$ cat config.mk
export PLATFORM = sky130hd
export DESIGN_NAME = x86_integer_alu_flags_unit
export DESIGN_NICKNAME = d
export VERILOG_FILES = /design/src/design/xalu_pkg.sv /design/src/design/x86_integer_alu_flags_unit.sv /design/src/design/xalu_decode.sv /design/src/design/xalu_exec.sv /design/src/design/xalu_flags.sv
export SDC_FILE = /design/constraint.sdc
export NUM_CORES = 2
export LEC_CHECK = 0
export BUFFER_PORTS_ARGS = -buffer_cell sky130_fd_sc_hd__buf_2
export CORE_UTILIZATION = 34
export DETAILED_ROUTE_END_ITERATION = 10
export RECOVER_POWER = 50
export SYNTH_ARGS = -nofsm -noshare
export SYNTH_HDL_FRONTEND = slang
export SYNTH_SLANG_ARGS = --single-unit
$ cat constraint.sdc
create_clock -name i_clk -period 6.9 [get_ports i_clk]
set_input_delay 1.38 -clock i_clk [delete_from_list [all_inputs] [get_ports i_clk]]
set_output_delay 1.38 -clock i_clk [all_outputs]
set_load 0.03 [all_outputs]
$ cat src/design/xalu_pkg.sv
`default_nettype none
package xalu_pkg;

    localparam int unsigned DW   = 32;
    localparam int unsigned FW   = 12;
    localparam int unsigned SWW  = 65;
    localparam int unsigned AMTW = 6;

    localparam logic [4:0] MODE_ADD  = 5'd0;
    localparam logic [4:0] MODE_ADC  = 5'd1;
    localparam logic [4:0] MODE_SUB  = 5'd2;
    localparam logic [4:0] MODE_SBB  = 5'd3;
    localparam logic [4:0] MODE_NEG  = 5'd4;
    localparam logic [4:0] MODE_CMP  = 5'd5;
    localparam logic [4:0] MODE_INC  = 5'd6;
    localparam logic [4:0] MODE_DEC  = 5'd7;
    localparam logic [4:0] MODE_AND  = 5'd8;
    localparam logic [4:0] MODE_OR   = 5'd9;
    localparam logic [4:0] MODE_XOR  = 5'd10;
    localparam logic [4:0] MODE_NOT  = 5'd11;
    localparam logic [4:0] MODE_TEST = 5'd12;
    localparam logic [4:0] MODE_SHL  = 5'd13;
    localparam logic [4:0] MODE_SHR  = 5'd14;
    localparam logic [4:0] MODE_SAR  = 5'd15;
    localparam logic [4:0] MODE_SHLD = 5'd16;
    localparam logic [4:0] MODE_SHRD = 5'd17;
    localparam logic [4:0] MODE_ROL  = 5'd18;
    localparam logic [4:0] MODE_ROR  = 5'd19;
    localparam logic [4:0] MODE_RCL  = 5'd20;
    localparam logic [4:0] MODE_RCR  = 5'd21;

    localparam logic [1:0] WC_8  = 2'd0;
    localparam logic [1:0] WC_16 = 2'd1;

    localparam int unsigned FL_CF = 0;
    localparam int unsigned FL_PF = 2;
    localparam int unsigned FL_AF = 4;
    localparam int unsigned FL_ZF = 6;
    localparam int unsigned FL_SF = 7;
    localparam int unsigned FL_OF = 11;

    typedef enum logic [3:0] {
        U_PASS, U_ADD, U_SUB, U_AND, U_OR, U_XOR, U_NOT,
        U_LSH, U_RSH, U_ROL, U_ROR, U_RCR
    } t_unit;

    typedef enum logic [2:0] {
        FC_NONE, FC_ARITH, FC_INCDEC, FC_LOGIC, FC_SHIFT, FC_ROT
    } t_fcls;

    typedef enum logic [2:0] {
        OK_ZERO, OK_ADD, OK_SUB, OK_SH1, OK_SHR1, OK_ROT
    } t_ofk;

    typedef struct packed {
        t_unit            op_unit;
        t_fcls            fcls;
        t_ofk             ofk;
        logic [1:0]       wc;
        logic [DW-1:0]    x;
        logic [DW-1:0]    y;
        logic             cin;
        logic [SWW-1:0]   sw;
        logic [AMTW-1:0]  amt;
        logic             x_s;
        logic             y_s;
        logic             a_s;
        logic             wb;
        logic [FW-1:0]    flags;
    } t_s1;

    typedef struct packed {
        logic [DW-1:0]    res;
        logic             cf;
        t_fcls            fcls;
        t_ofk             ofk;
        logic [1:0]       wc;
        logic             x_s;
        logic             y_s;
        logic             a_s;
        logic             wb;
        logic [FW-1:0]    flags;
    } t_s2;

    function automatic logic [DW-1:0] width_mask(input logic [1:0] wc);
        logic [DW-1:0] m;
        case (wc)
            WC_8:    m = 32'h0000_00FF;
            WC_16:   m = 32'h0000_FFFF;
            default: m = 32'hFFFF_FFFF;
        endcase
        return m;
    endfunction

    function automatic logic sign_of(input logic [DW-1:0] v, input logic [1:0] wc);
        logic s;
        case (wc)
            WC_8:    s = v[7];
            WC_16:   s = v[15];
            default: s = v[31];
        endcase
        return s;
    endfunction

endpackage
`default_nettype wire

$ cat src/design/x86_integer_alu_flags_unit.sv
// x86 integer ALU with flags. One operation enters per clock while o_stall
// is low and passes through operand decode and masking, then the adder or
// the 65-bit shifter, then flag generation into the output register. Each
// stage holds its beat only while the stage after it is full and cannot
// advance, so o_stall rises only when all three stages are full and the
// output is stalled; empty stages keep taking beats while a result waits.
`default_nettype none
module x86_integer_alu_flags_unit (
    input  wire logic          i_clk,
    input  wire logic          i_rst_n,
    input  wire logic          i_valid,
    output logic               o_stall,
    input  wire logic [4:0]    i_mode,
    input  wire logic [1:0]    i_width_code,
    input  wire logic [31:0]   i_operand_a,
    input  wire logic [31:0]   i_operand_b,
    input  wire logic [7:0]    i_shift_count,
    input  wire logic [11:0]   i_flags_in,
    output logic               o_valid,
    input  wire logic          i_stall,
    output logic [31:0]        o_result,
    output logic [11:0]        o_flags_out,
    output logic               o_write_back
);
    import xalu_pkg::*;

    t_s1  s1;
    t_s2  s2;
    logic r_v1;
    logic r_v2;
    logic r_v3;
    logic en1;
    logic en2;
    logic en3;

    // advance a stage when the next one is empty or advancing
    assign en3     = !r_v3 || !i_stall;
    assign en2     = !r_v2 || en3;
    assign en1     = !r_v1 || en2;
    assign o_stall = !en1;
    assign o_valid = r_v3;

    always_ff @(posedge i_clk) begin
        if (!i_rst_n) begin
            r_v1 <= 1'b0;
            r_v2 <= 1'b0;
            r_v3 <= 1'b0;
        end else begin
            if (en1) begin
                r_v1 <= i_valid;
            end
            if (en2) begin
                r_v2 <= r_v1;
            end
            if (en3) begin
                r_v3 <= r_v2;
            end
        end
    end

    xalu_decode u_decode (
        .i_clk         (i_clk),
        .i_en          (en1),
        .i_mode        (i_mode),
        .i_width_code  (i_width_code),
        .i_operand_a   (i_operand_a),
        .i_operand_b   (i_operand_b),
        .i_shift_count (i_shift_count),
        .i_flags_in    (i_flags_in),
        .o_s1          (s1)
    );

    xalu_exec u_exec (
        .i_clk (i_clk),
        .i_en  (en2),
        .i_s1  (s1),
        .o_s2  (s2)
    );

    xalu_flags u_flags (
        .i_clk        (i_clk),
        .i_en         (en3),
        .i_s2         (s2),
        .o_result     (o_result),
        .o_flags_out  (o_flags_out),
        .o_write_back (o_write_back)
    );

endmodule
`default_nettype wire

$ cat src/design/xalu_decode.sv
`default_nettype none
module xalu_decode (
    input  wire logic          i_clk,
    input  wire logic          i_en,
    input  wire logic [4:0]    i_mode,
    input  wire logic [1:0]    i_width_code,
    input  wire logic [31:0]   i_operand_a,
    input  wire logic [31:0]   i_operand_b,
    input  wire logic [7:0]    i_shift_count,
    input  wire logic [11:0]   i_flags_in,
    output xalu_pkg::t_s1      o_s1
);
    import xalu_pkg::*;

    t_s1            r_s1;
    t_s1            n_s1;
    logic [DW-1:0]  m;
    logic [DW-1:0]  a_m;
    logic [DW-1:0]  b_m;
    logic [4:0]     n;
    logic           sgn;
    logic           zero_cnt;
    logic [4:0]     k;
    logic [5:0]     splus1;
    logic [5:0]     j_rcl;

    function automatic logic [SWW-1:0] lform(input logic [DW-1:0] a, input logic [DW-1:0] b,
                                             input logic [1:0] wc);
        logic [SWW-1:0] v;
        case (wc)
            WC_8:    v = {1'b0, a[7:0], b[7:0], 48'd0};
            WC_16:   v = {1'b0, a[15:0], b[15:0], 32'd0};
            default: v = {1'b0, a, b};
        endcase
        return v;
    endfunction

    function automatic logic [SWW-1:0] rform(input logic [DW-1:0] a, input logic [DW-1:0] b,
                                             input logic [1:0] wc);
        logic [SWW-1:0] v;
        case (wc)
            WC_8:    v = {49'd0, b[7:0], a[7:0]};
            WC_16:   v = {33'd0, b[15:0], a[15:0]};
            default: v = {1'b0, b, a};
        endcase
        return v;
    endfunction

    function automatic logic [SWW-1:0] rep32(input logic [DW-1:0] a, input logic [1:0] wc);
        logic [SWW-1:0] v;
        case (wc)
            WC_8:    v = {33'd0, {4{a[7:0]}}};
            WC_16:   v = {33'd0, {2{a[15:0]}}};
            default: v = {33'd0, a};
        endcase
        return v;
    endfunction

    function automatic logic [SWW-1:0] rcform(input logic [DW-1:0] a, input logic c,
                                              input logic [1:0] wc);
        logic [SWW-1:0] v;
        case (wc)
            WC_8:    v = {47'd0, c, a[7:0], c, a[7:0]};
            WC_16:   v = {31'd0, c, a[15:0], c, a[15:0]};
            default: v = {a, c, a};
        endcase
        return v;
    endfunction

    always_comb begin
        m        = width_mask(i_width_code);
        a_m      = i_operand_a & m;
        b_m      = i_operand_b & m;
        n        = i_shift_count[4:0];
        sgn      = sign_of(a_m, i_width_code);
        zero_cnt = (i_mode >= MODE_SHL) && (i_mode <= MODE_RCR) && (n == 5'd0);

        case (i_width_code)
            WC_8: begin
                splus1 = 6'd9;
                if (n >= 5'd27) begin
                    k = n - 5'd27;
                end else if (n >= 5'd18) begin
                    k = n - 5'd18;
                end else if (n >= 5'd9) begin
                    k = n - 5'd9;
                end else begin
                    k = n;
                end
            end
            WC_16: begin
                splus1 = 6'd17;
                k      = (n >= 5'd17) ? n - 5'd17 : n;
            end
            default: begin
                splus1 = 6'd33;
                k      = n;
            end
        endcase
        j_rcl = (k == 5'd0) ? 6'd0 : splus1 - {1'b0, k};

        n_s1         = '0;
        n_s1.op_unit = U_PASS;
        n_s1.fcls    = FC_NONE;
        n_s1.ofk     = OK_ZERO;
        n_s1.wc      = i_width_code;
        n_s1.x       = a_m;
        n_s1.y       = b_m;
        n_s1.cin     = 1'b0;
        n_s1.amt     = {1'b0, n};
        n_s1.wb      = 1'b1;
        n_s1.flags   = i_flags_in;

        case (i_mode)
            MODE_ADD: begin
                n_s1.op_unit = U_ADD;
                n_s1.fcls    = FC_ARITH;
                n_s1.ofk     = OK_ADD;
            end
            MODE_ADC: begin
                n_s1.op_unit = U_ADD;
                n_s1.fcls    = FC_ARITH;
                n_s1.ofk     = OK_ADD;
                n_s1.cin     = i_flags_in[FL_CF];
            end
            MODE_SUB: begin
                n_s1.op_unit = U_SUB;
                n_s1.fcls    = FC_ARITH;
                n_s1.ofk     = OK_SUB;
            end
            MODE_SBB: begin
                n_s1.op_unit = U_SUB;
                n_s1.fcls    = FC_ARITH;
                n_s1.ofk     = OK_SUB;
                n_s1.cin     = i_flags_in[FL_CF];
            end
            MODE_NEG: begin
                n_s1.op_unit = U_SUB;
                n_s1.fcls    = FC_ARITH;
                n_s1.ofk     = OK_SUB;
                n_s1.x       = '0;
                n_s1.y       = a_m;
            end
            MODE_CMP: begin
                n_s1.op_unit = U_SUB;
                n_s1.fcls    = FC_ARITH;
                n_s1.ofk     = OK_SUB;
                n_s1.wb      = 1'b0;
            end
            MODE_INC: begin
                n_s1.op_unit = U_ADD;
                n_s1.fcls    = FC_INCDEC;
                n_s1.ofk     = OK_ADD;
                n_s1.y       = 32'd1;
            end
            MODE_DEC: begin
                n_s1.op_unit = U_SUB;
                n_s1.fcls    = FC_INCDEC;
                n_s1.ofk     = OK_SUB;
                n_s1.y       = 32'd1;
            end
            MODE_AND: begin
                n_s1.op_unit = U_AND;
                n_s1.fcls    = FC_LOGIC;
            end
            MODE_OR: begin
                n_s1.op_unit = U_OR;
                n_s1.fcls    = FC_LOGIC;
            end
            MODE_XOR: begin
                n_s1.op_unit = U_XOR;
                n_s1.fcls    = FC_LOGIC;
            end
            MODE_NOT: begin
                n_s1.op_unit = U_NOT;
            end
            MODE_TEST: begin
                n_s1.op_unit = U_AND;
                n_s1.fcls    = FC_LOGIC;
                n_s1.wb      = 1'b0;
            end
            MODE_SHL: begin
                n_s1.op_unit = U_LSH;
                n_s1.fcls    = FC_SHIFT;
                n_s1.ofk     = (n == 5'd1) ? OK_SH1 : OK_ZERO;
                n_s1.sw      = lform(a_m, '0, i_width_code);
            end
            MODE_SHLD: begin
                n_s1.op_unit = U_LSH;
                n_s1.fcls    = FC_SHIFT;
                n_s1.ofk     = (n == 5'd1) ? OK_SH1 : OK_ZERO;
                n_s1.sw      = lform(a_m, b_m, i_width_code);
            end
            MODE_SHR: begin
                n_s1.op_unit = U_RSH;
                n_s1.fcls    = FC_SHIFT;
                n_s1.ofk     = (n == 5'd1) ? OK_SHR1 : OK_ZERO;
                n_s1.sw      = {33'd0, a_m};
            end
            MODE_SAR: begin
                n_s1.op_unit = U_RSH;
                n_s1.fcls    = FC_SHIFT;
                n_s1.sw      = {1'b0, {32{sgn}}, a_m | (sgn ? ~m : 32'd0)};
            end
            MODE_SHRD: begin
                n_s1.op_unit = U_RSH;
                n_s1.fcls    = FC_SHIFT;
                n_s1.ofk     = (n == 5'd1) ? OK_SH1 : OK_ZERO;
                n_s1.sw      = rform(a_m, b_m, i_width_code);
            end
            MODE_ROL: begin
                n_s1.op_unit = U_ROL;
                n_s1.fcls    = FC_ROT;
                n_s1.ofk     = OK_ROT;
                n_s1.sw      = rep32(a_m, i_width_code);
            end
            MODE_ROR: begin
                n_s1.op_unit = U_ROR;
                n_s1.fcls    = FC_ROT;
                n_s1.ofk     = OK_ROT;
                n_s1.sw      = rep32(a_m, i_width_code);
            end
            MODE_RCL: begin
                n_s1.op_unit = U_RCR;
                n_s1.fcls    = FC_ROT;
                n_s1.ofk     = OK_ROT;
                n_s1.sw      = rcform(a_m, i_flags_in[FL_CF], i_width_code);
                n_s1.amt     = j_rcl;
            end
            MODE_RCR: begin
                n_s1.op_unit = U_RCR;
                n_s1.fcls    = FC_ROT;
                n_s1.ofk     = OK_ROT;
                n_s1.sw      = rcform(a_m, i_flags_in[FL_CF], i_width_code);
                n_s1.amt     = {1'b0, k};
            end
            default: begin
                n_s1.wb = 1'b0;
            end
        endcase

        // zero count: pass operand, keep flags, no write
        if (zero_cnt) begin
            n_s1.op_unit = U_PASS;
            n_s1.fcls    = FC_NONE;
            n_s1.wb      = 1'b0;
        end

        n_s1.x_s = sign_of(n_s1.x, i_width_code);
        n_s1.y_s = sign_of(n_s1.y, i_width_code);
        n_s1.a_s = sgn;
    end

    always_ff @(posedge i_clk) begin
        if (i_en) begin
            r_s1 <= n_s1;
        end
    end

    assign o_s1 = r_s1;

endmodule
`default_nettype wire

$ cat src/design/xalu_exec.sv
`default_nettype none
module xalu_exec (
    input  wire logic          i_clk,
    input  wire logic          i_en,
    input  xalu_pkg::t_s1      i_s1,
    output xalu_pkg::t_s2      o_s2
);
    import xalu_pkg::*;

    t_s2             r_s2;
    t_s2             n_s2;
    logic [DW-1:0]   m;
    logic [DW:0]     sum;
    logic [DW+1:0]   diff;
    logic [SWW-1:0]  lsh;
    logic [SWW-1:0]  rsh;
    logic [SWW-1:0]  rcw;
    logic [2*DW-1:0] rot2;
    logic [2*DW-1:0] rol_w;
    logic [2*DW-1:0] ror_w;
    logic [DW-1:0]   res;
    logic            cf;

    always_comb begin
        m     = width_mask(i_s1.wc);
        sum   = {1'b0, i_s1.x} + {1'b0, i_s1.y} + {32'd0, i_s1.cin};
        diff  = {2'b00, i_s1.x} - {2'b00, i_s1.y} - {33'd0, i_s1.cin};
        lsh   = {1'b0, i_s1.sw[63:0]} << i_s1.amt;
        rsh   = {i_s1.sw[63:0], 1'b0} >> i_s1.amt;
        rcw   = i_s1.sw >> i_s1.amt;
        rot2  = {i_s1.sw[31:0], i_s1.sw[31:0]};
        rol_w = rot2 << i_s1.amt[4:0];
        ror_w = rot2 >> i_s1.amt[4:0];

        res = i_s1.x;
        cf  = 1'b0;
        case (i_s1.op_unit)
            U_ADD: begin
                res = sum[31:0] & m;
                case (i_s1.wc)
                    WC_8:    cf = sum[8];
                    WC_16:   cf = sum[16];
                    default: cf = sum[32];
                endcase
            end
            U_SUB: begin
                res = diff[31:0] & m;
                cf  = diff[33];
            end
            U_AND: res = i_s1.x & i_s1.y;
            U_OR:  res = i_s1.x | i_s1.y;
            U_XOR: res = i_s1.x ^ i_s1.y;
            U_NOT: res = ~i_s1.x & m;
            U_LSH: begin
                case (i_s1.wc)
                    WC_8:    res = {24'd0, lsh[63:56]};
                    WC_16:   res = {16'd0, lsh[63:48]};
                    default: res = lsh[63:32];
                endcase
                cf = lsh[64];
            end
            U_RSH: begin
                res = rsh[32:1] & m;
                cf  = rsh[0];
            end
            U_ROL: begin
                res = rol_w[63:32] & m;
                cf  = res[0];
            end
            U_ROR: begin
                res = ror_w[31:0] & m;
                cf  = sign_of(res, i_s1.wc);
            end
            U_RCR: begin
                res = rcw[31:0] & m;
                case (i_s1.wc)
                    WC_8:    cf = rcw[8];
                    WC_16:   cf = rcw[16];
                    default: cf = rcw[32];
                endcase
            end
            default: res = i_s1.x;
        endcase

        n_s2.res   = res;
        n_s2.cf    = cf;
        n_s2.fcls  = i_s1.fcls;
        n_s2.ofk   = i_s1.ofk;
        n_s2.wc    = i_s1.wc;
        n_s2.x_s   = i_s1.x_s;
        n_s2.y_s   = i_s1.y_s;
        n_s2.a_s   = i_s1.a_s;
        n_s2.wb    = i_s1.wb;
        n_s2.flags = i_s1.flags;
    end

    always_ff @(posedge i_clk) begin
        if (i_en) begin
            r_s2 <= n_s2;
        end
    end

    assign o_s2 = r_s2;

endmodule
`default_nettype wire

$ cat src/design/xalu_flags.sv
`default_nettype none
module xalu_flags (
    input  wire logic          i_clk,
    input  wire logic          i_en,
    input  xalu_pkg::t_s2      i_s2,
    output logic [31:0]        o_result,
    output logic [11:0]        o_flags_out,
    output logic               o_write_back
);
    import xalu_pkg::*;

    logic [DW-1:0] r_result;
    logic [FW-1:0] r_flags;
    logic          r_wb;
    logic [FW-1:0] n_flags;
    logic          res_s;
    logic          zf;
    logic          pf;
    logic          of;

    always_comb begin
        res_s = sign_of(i_s2.res, i_s2.wc);
        zf    = (i_s2.res == '0);
        pf    = ~^i_s2.res[7:0];
        case (i_s2.ofk)
            OK_ADD:  of = (i_s2.x_s ^ res_s) & (i_s2.y_s ^ res_s);
            OK_SUB:  of = (i_s2.x_s ^ i_s2.y_s) & (i_s2.x_s ^ res_s);
            OK_SH1:  of = i_s2.a_s ^ res_s;
            OK_SHR1: of = i_s2.a_s;
            OK_ROT:  of = i_s2.a_s ^ res_s;
            default: of = 1'b0;
        endcase

        n_flags = i_s2.flags;
        case (i_s2.fcls)
            FC_ARITH: begin
                n_flags[FL_AF] = 1'b0;
                n_flags[FL_CF] = i_s2.cf;
                n_flags[FL_OF] = of;
                n_flags[FL_ZF] = zf;
                n_flags[FL_SF] = res_s;
                n_flags[FL_PF] = pf;
            end
            FC_INCDEC: begin
                n_flags[FL_AF] = 1'b0;
                n_flags[FL_OF] = of;
                n_flags[FL_ZF] = zf;
                n_flags[FL_SF] = res_s;
                n_flags[FL_PF] = pf;
            end
            FC_LOGIC: begin
                n_flags[FL_CF] = 1'b0;
                n_flags[FL_OF] = 1'b0;
                n_flags[FL_ZF] = zf;
                n_flags[FL_SF] = res_s;
                n_flags[FL_PF] = pf;
            end
            FC_SHIFT: begin
                n_flags[FL_CF] = i_s2.cf;
                n_flags[FL_OF] = of;
                n_flags[FL_ZF] = zf;
                n_flags[FL_SF] = res_s;
                n_flags[FL_PF] = pf;
            end
            FC_ROT: begin
                n_flags[FL_CF] = i_s2.cf;
                n_flags[FL_OF] = of;
            end
            default: n_flags = i_s2.flags;
        endcase
    end

    always_ff @(posedge i_clk) begin
        if (i_en) begin
            r_result <= i_s2.res;
            r_flags  <= n_flags;
            r_wb     <= i_s2.wb;
        end
    end

    assign o_result     = r_result;
    assign o_flags_out  = r_flags;
    assign o_write_back = r_wb;

endmodule
`default_nettype wire

==> run metrics <==
outcome finished with violations; failing checks capacitance limit, slew limit; final wirelength 129000 microns; Netlist Area Pre-Place 28400 sq um; WHS Endpoint u_exec.o_s2[23]; Gate power share 39.1%; R2R Setup Slk 1360 ps; PwrDens 208 nW/um^2; Sw Share 39.9%; clock root cell clkbuf_16; initial antenna violation count 4; setup bufs post-CTS 0; IO Port Bufs 138; Tcrit/Tclk final 80.3%; first-pass GRT wire length 182000 microns; area share of fa/ha/maj cells after synthesis 5.19%; final hold violations 0; commonest non-fill, non-tap cells in the layout nor2_1, a21oi_1, nand2_1, edfxtp_1, o21ai_0; nets@finish 3446; vias after detailed routing 28500; antenna cells 0; initial detailed-routing violation count 4132; GRT Overall Usage 29.1%; Clk network pwr share 26.7%; Synth Area in XOR/XNOR 2.68%; reg2reg end u_exec.o_s2[24]; FF-to-FF Start u_decode.o_s1[120]; die span in y 291 microns; share of cells above drive strength 1 14.1%; top layer in use met5; Synth Register Bits 269; die area 84600 sq um; worst hold-check path type reg2reg; Finished Cell Area 30800 sq um; IO Count 142; # H-tree levels 1; Worst Tran Pin Value 3500 ps; Post-synth EDFFs 266; largest family of logic cells by synthesized area compound AO/OA/AOI/OAI gates; Psw 0.00256 W; Post-CTS Resized 0; sequential area share after synthesis 28.4%; Pint 0.00385 W; commonest non-fill, non-tap cell in the layout nor2_1; Slew Viols, Final 184; Filler Cell Count 8492; hold_buf cts 0; routed vias/inst 6.58; final setup fails 0; Final Hold Slack 414 ps; worst-case reg-to-reg path depth 15; setup TNS 0 ps; Synthesis Warnings 0; TritonRoute pass-1 iters 9; crit path DAT 5820 ps; post-synthesis mux area share 17.0%; peak supply drop 198 uV; critical path launch point type flip-flop; Flop pwr share 34.2%; deepest clock path buffer count 3; kind of critical path reg2reg; grt ovf 0; GPL Wtd Cong 1.09; row cnt 105; met3 routed WL 14900 microns; Synth Flop Type edfxtp_1; Worst setup EP type flip-flop; CTS tree built; largest net degree at the start of global routing 150; Mean Syn Cell Area 8.64 sq um; asr flop ratio synth 0%; min cycle time layout 5540 ps; DRT met1 WL 51400 microns; post-DP HPWL 100000 microns; hold_sp u_decode.o_s1[159]; WHS Path Cells 0; Highest Clock Rate 0.180 GHz; Worst Skew 24.7 ps; Die W 291 microns; DRC 0; Mapped Cells 3284; worst skew pair latency 600 ps; vias in the first global route 25800; Initial Utilization 34.5%; Num CTS Buffers 31; relative slew slack -133%; Layout area overhead 8.56%; worst path required time 7170 ps; crit-path max FO 4; max cap viols 4; DR WL/cell 29.7 microns; RSZ-0062 raised after global routing false; Compound-Gate Fraction of Synth Area 24.7%; Num Clock Sinks 269; cell area after placement 29800 sq um; Syn Nets 3495; simple-gate share of the synthesized area 16.3%; clock-pin slew on the worst setup and hold paths 60 ps; WL met2 54100 microns; Netlist cell types 100; core footprint 82400 sq um; P_leak 11.8 nW; Post-DRT Antenna Nets 0
## how the worst max path moves through the flow
| stage | from | endpoint | slack (ps) | depth (start not counted) |
|---|---|---|---|---|
| after floorplan | i_stall | o_stall | 1360 | 3 |
| after global placement | u_decode.o_s1[120] | u_exec.o_s2[24] | 1620 | 15 |
| after detailed placement | u_decode.o_s1[120] | u_exec.o_s2[24] | 1590 | 15 |
| after CTS | u_decode.o_s1[120] | u_exec.o_s2[24] | 1530 | 15 |
| after global routing | u_decode.o_s1[120] | u_exec.o_s2[24] | 1220 | 15 |
| final | u_decode.o_s1[120] | u_exec.o_s2[24] | 1360 | 15 |
## per-layer routing
layer  GRT usage, %  up-vias
met3           6.37      396
li1               -    12400
met5              0        -
met2           43.3     1974
met1           39.5    13700
met4           15.0        2
## state kept, by name, summed over array words and instances (netlist names)
signal / cells
u_flags.o_result: 32
u_flags.o_flags_out: 12
u_flags.o_write_back: 1
u_decode.o_s1: 164
r_v2: 1
r_v1: 1
u_exec.o_s2: 57
o_valid: 1
## cell usage after synthesis (all sizes together), types with 21 or more instances
master	instances	share of area [%]
nand2b	29	0.64
and3	36	0.81
xor2	23	0.80
nor2	399	5.3
mux2	57	2.3
inv	133	1.8
nand4	21	0.59
ha	113	5.0
a221o	23	0.81
and2	22	0.48
nor2b	32	0.71
edfxtp	266	28
nand3	77	1.4
o22ai	43	0.95
a221oi	61	1.9
nor3	60	1.1
a21o	36	0.95
clkbuf	182	2.4
buf	91	1.5
nand2	272	3.6
o211ai	53	1.4
a211oi	38	1.0
xnor2	60	1.9
a31oi	31	0.68
mux4	108	8.6
o21ai	214	3.8
a21oi	278	4.9
o221ai	41	1.3
mux2i	175	6.2
a22oi	43	1.1
nor4	24	0.55
## final cells by class
type | instances | area [sq um] | share of cell area [%]
clock buffers | 35 | 791 | 2.57
clock inverters | 21 | 274 | 0.889
inverters | 137 | 517 | 1.68
multi-input cells | 2605 | 18800 | 61.0
flip-flops and latches | 269 | 8050 | 26.1
well taps | 1070 | 1340 | 4.34
repair buffers | 191 | 1060 | 3.46
## through the flow
| stage | setup WS (ps) | power (W) | std cells | util [%] |
|---|---|---|---|---|
| 2_1_floorplan | 1360 | 0.00376 | 3284 | - |
| 3_3_place_gp | 1620 | 0.00463 | 4272 | 36.2 |
| 3_5_place_dp | 1590 | 0.00463 | 4272 | 36.2 |
| 4_1_cts | 1530 | 0.00635 | 4328 | 37.5 |
| 5_1_grt | 1220 | 0.00662 | 4328 | 37.4 |
| 6_report | 1360 | 0.00641 | 4328 | 37.4 |
## power groups by stage
stage	combinational, W	clock [W]	sequential [W]
CTS	0.00243	0.00174	0.00218
detailed placement	0.00242	0	0.00222
global route	0.00261	0.00181	0.00221
floorplan	0.00150	0	0.00225
finish	0.00250	0.00171	0.00219
global placement	0.00242	0	0.00221
## cell families (layout without fill, tap and decap cells)
group           after synthesis  after routing
compound gates             1050           1050
xor+xnor                     83             83
fa+ha+maj                   116            116
buf+inv                     410            384
flops                       269            269
mux                         340            340
simple gates               1016           1016
## worst max-delay path, stage by stage, from the launching register on
cell	delay, ps
edfxtp_1	400
inv_1	230
ha_1	270
inv_1	70
fa_1	410
nor2b_1	180
o21ai_1	360
a31oi_1	180
a211oi_1	630
o221ai_1	230
xnor2_1	250
nor4b_2	550
nand4_1	310
nor4b_2	390
nand2_1	90
o21bai_1	640
(Power assumes the default switching activity.)
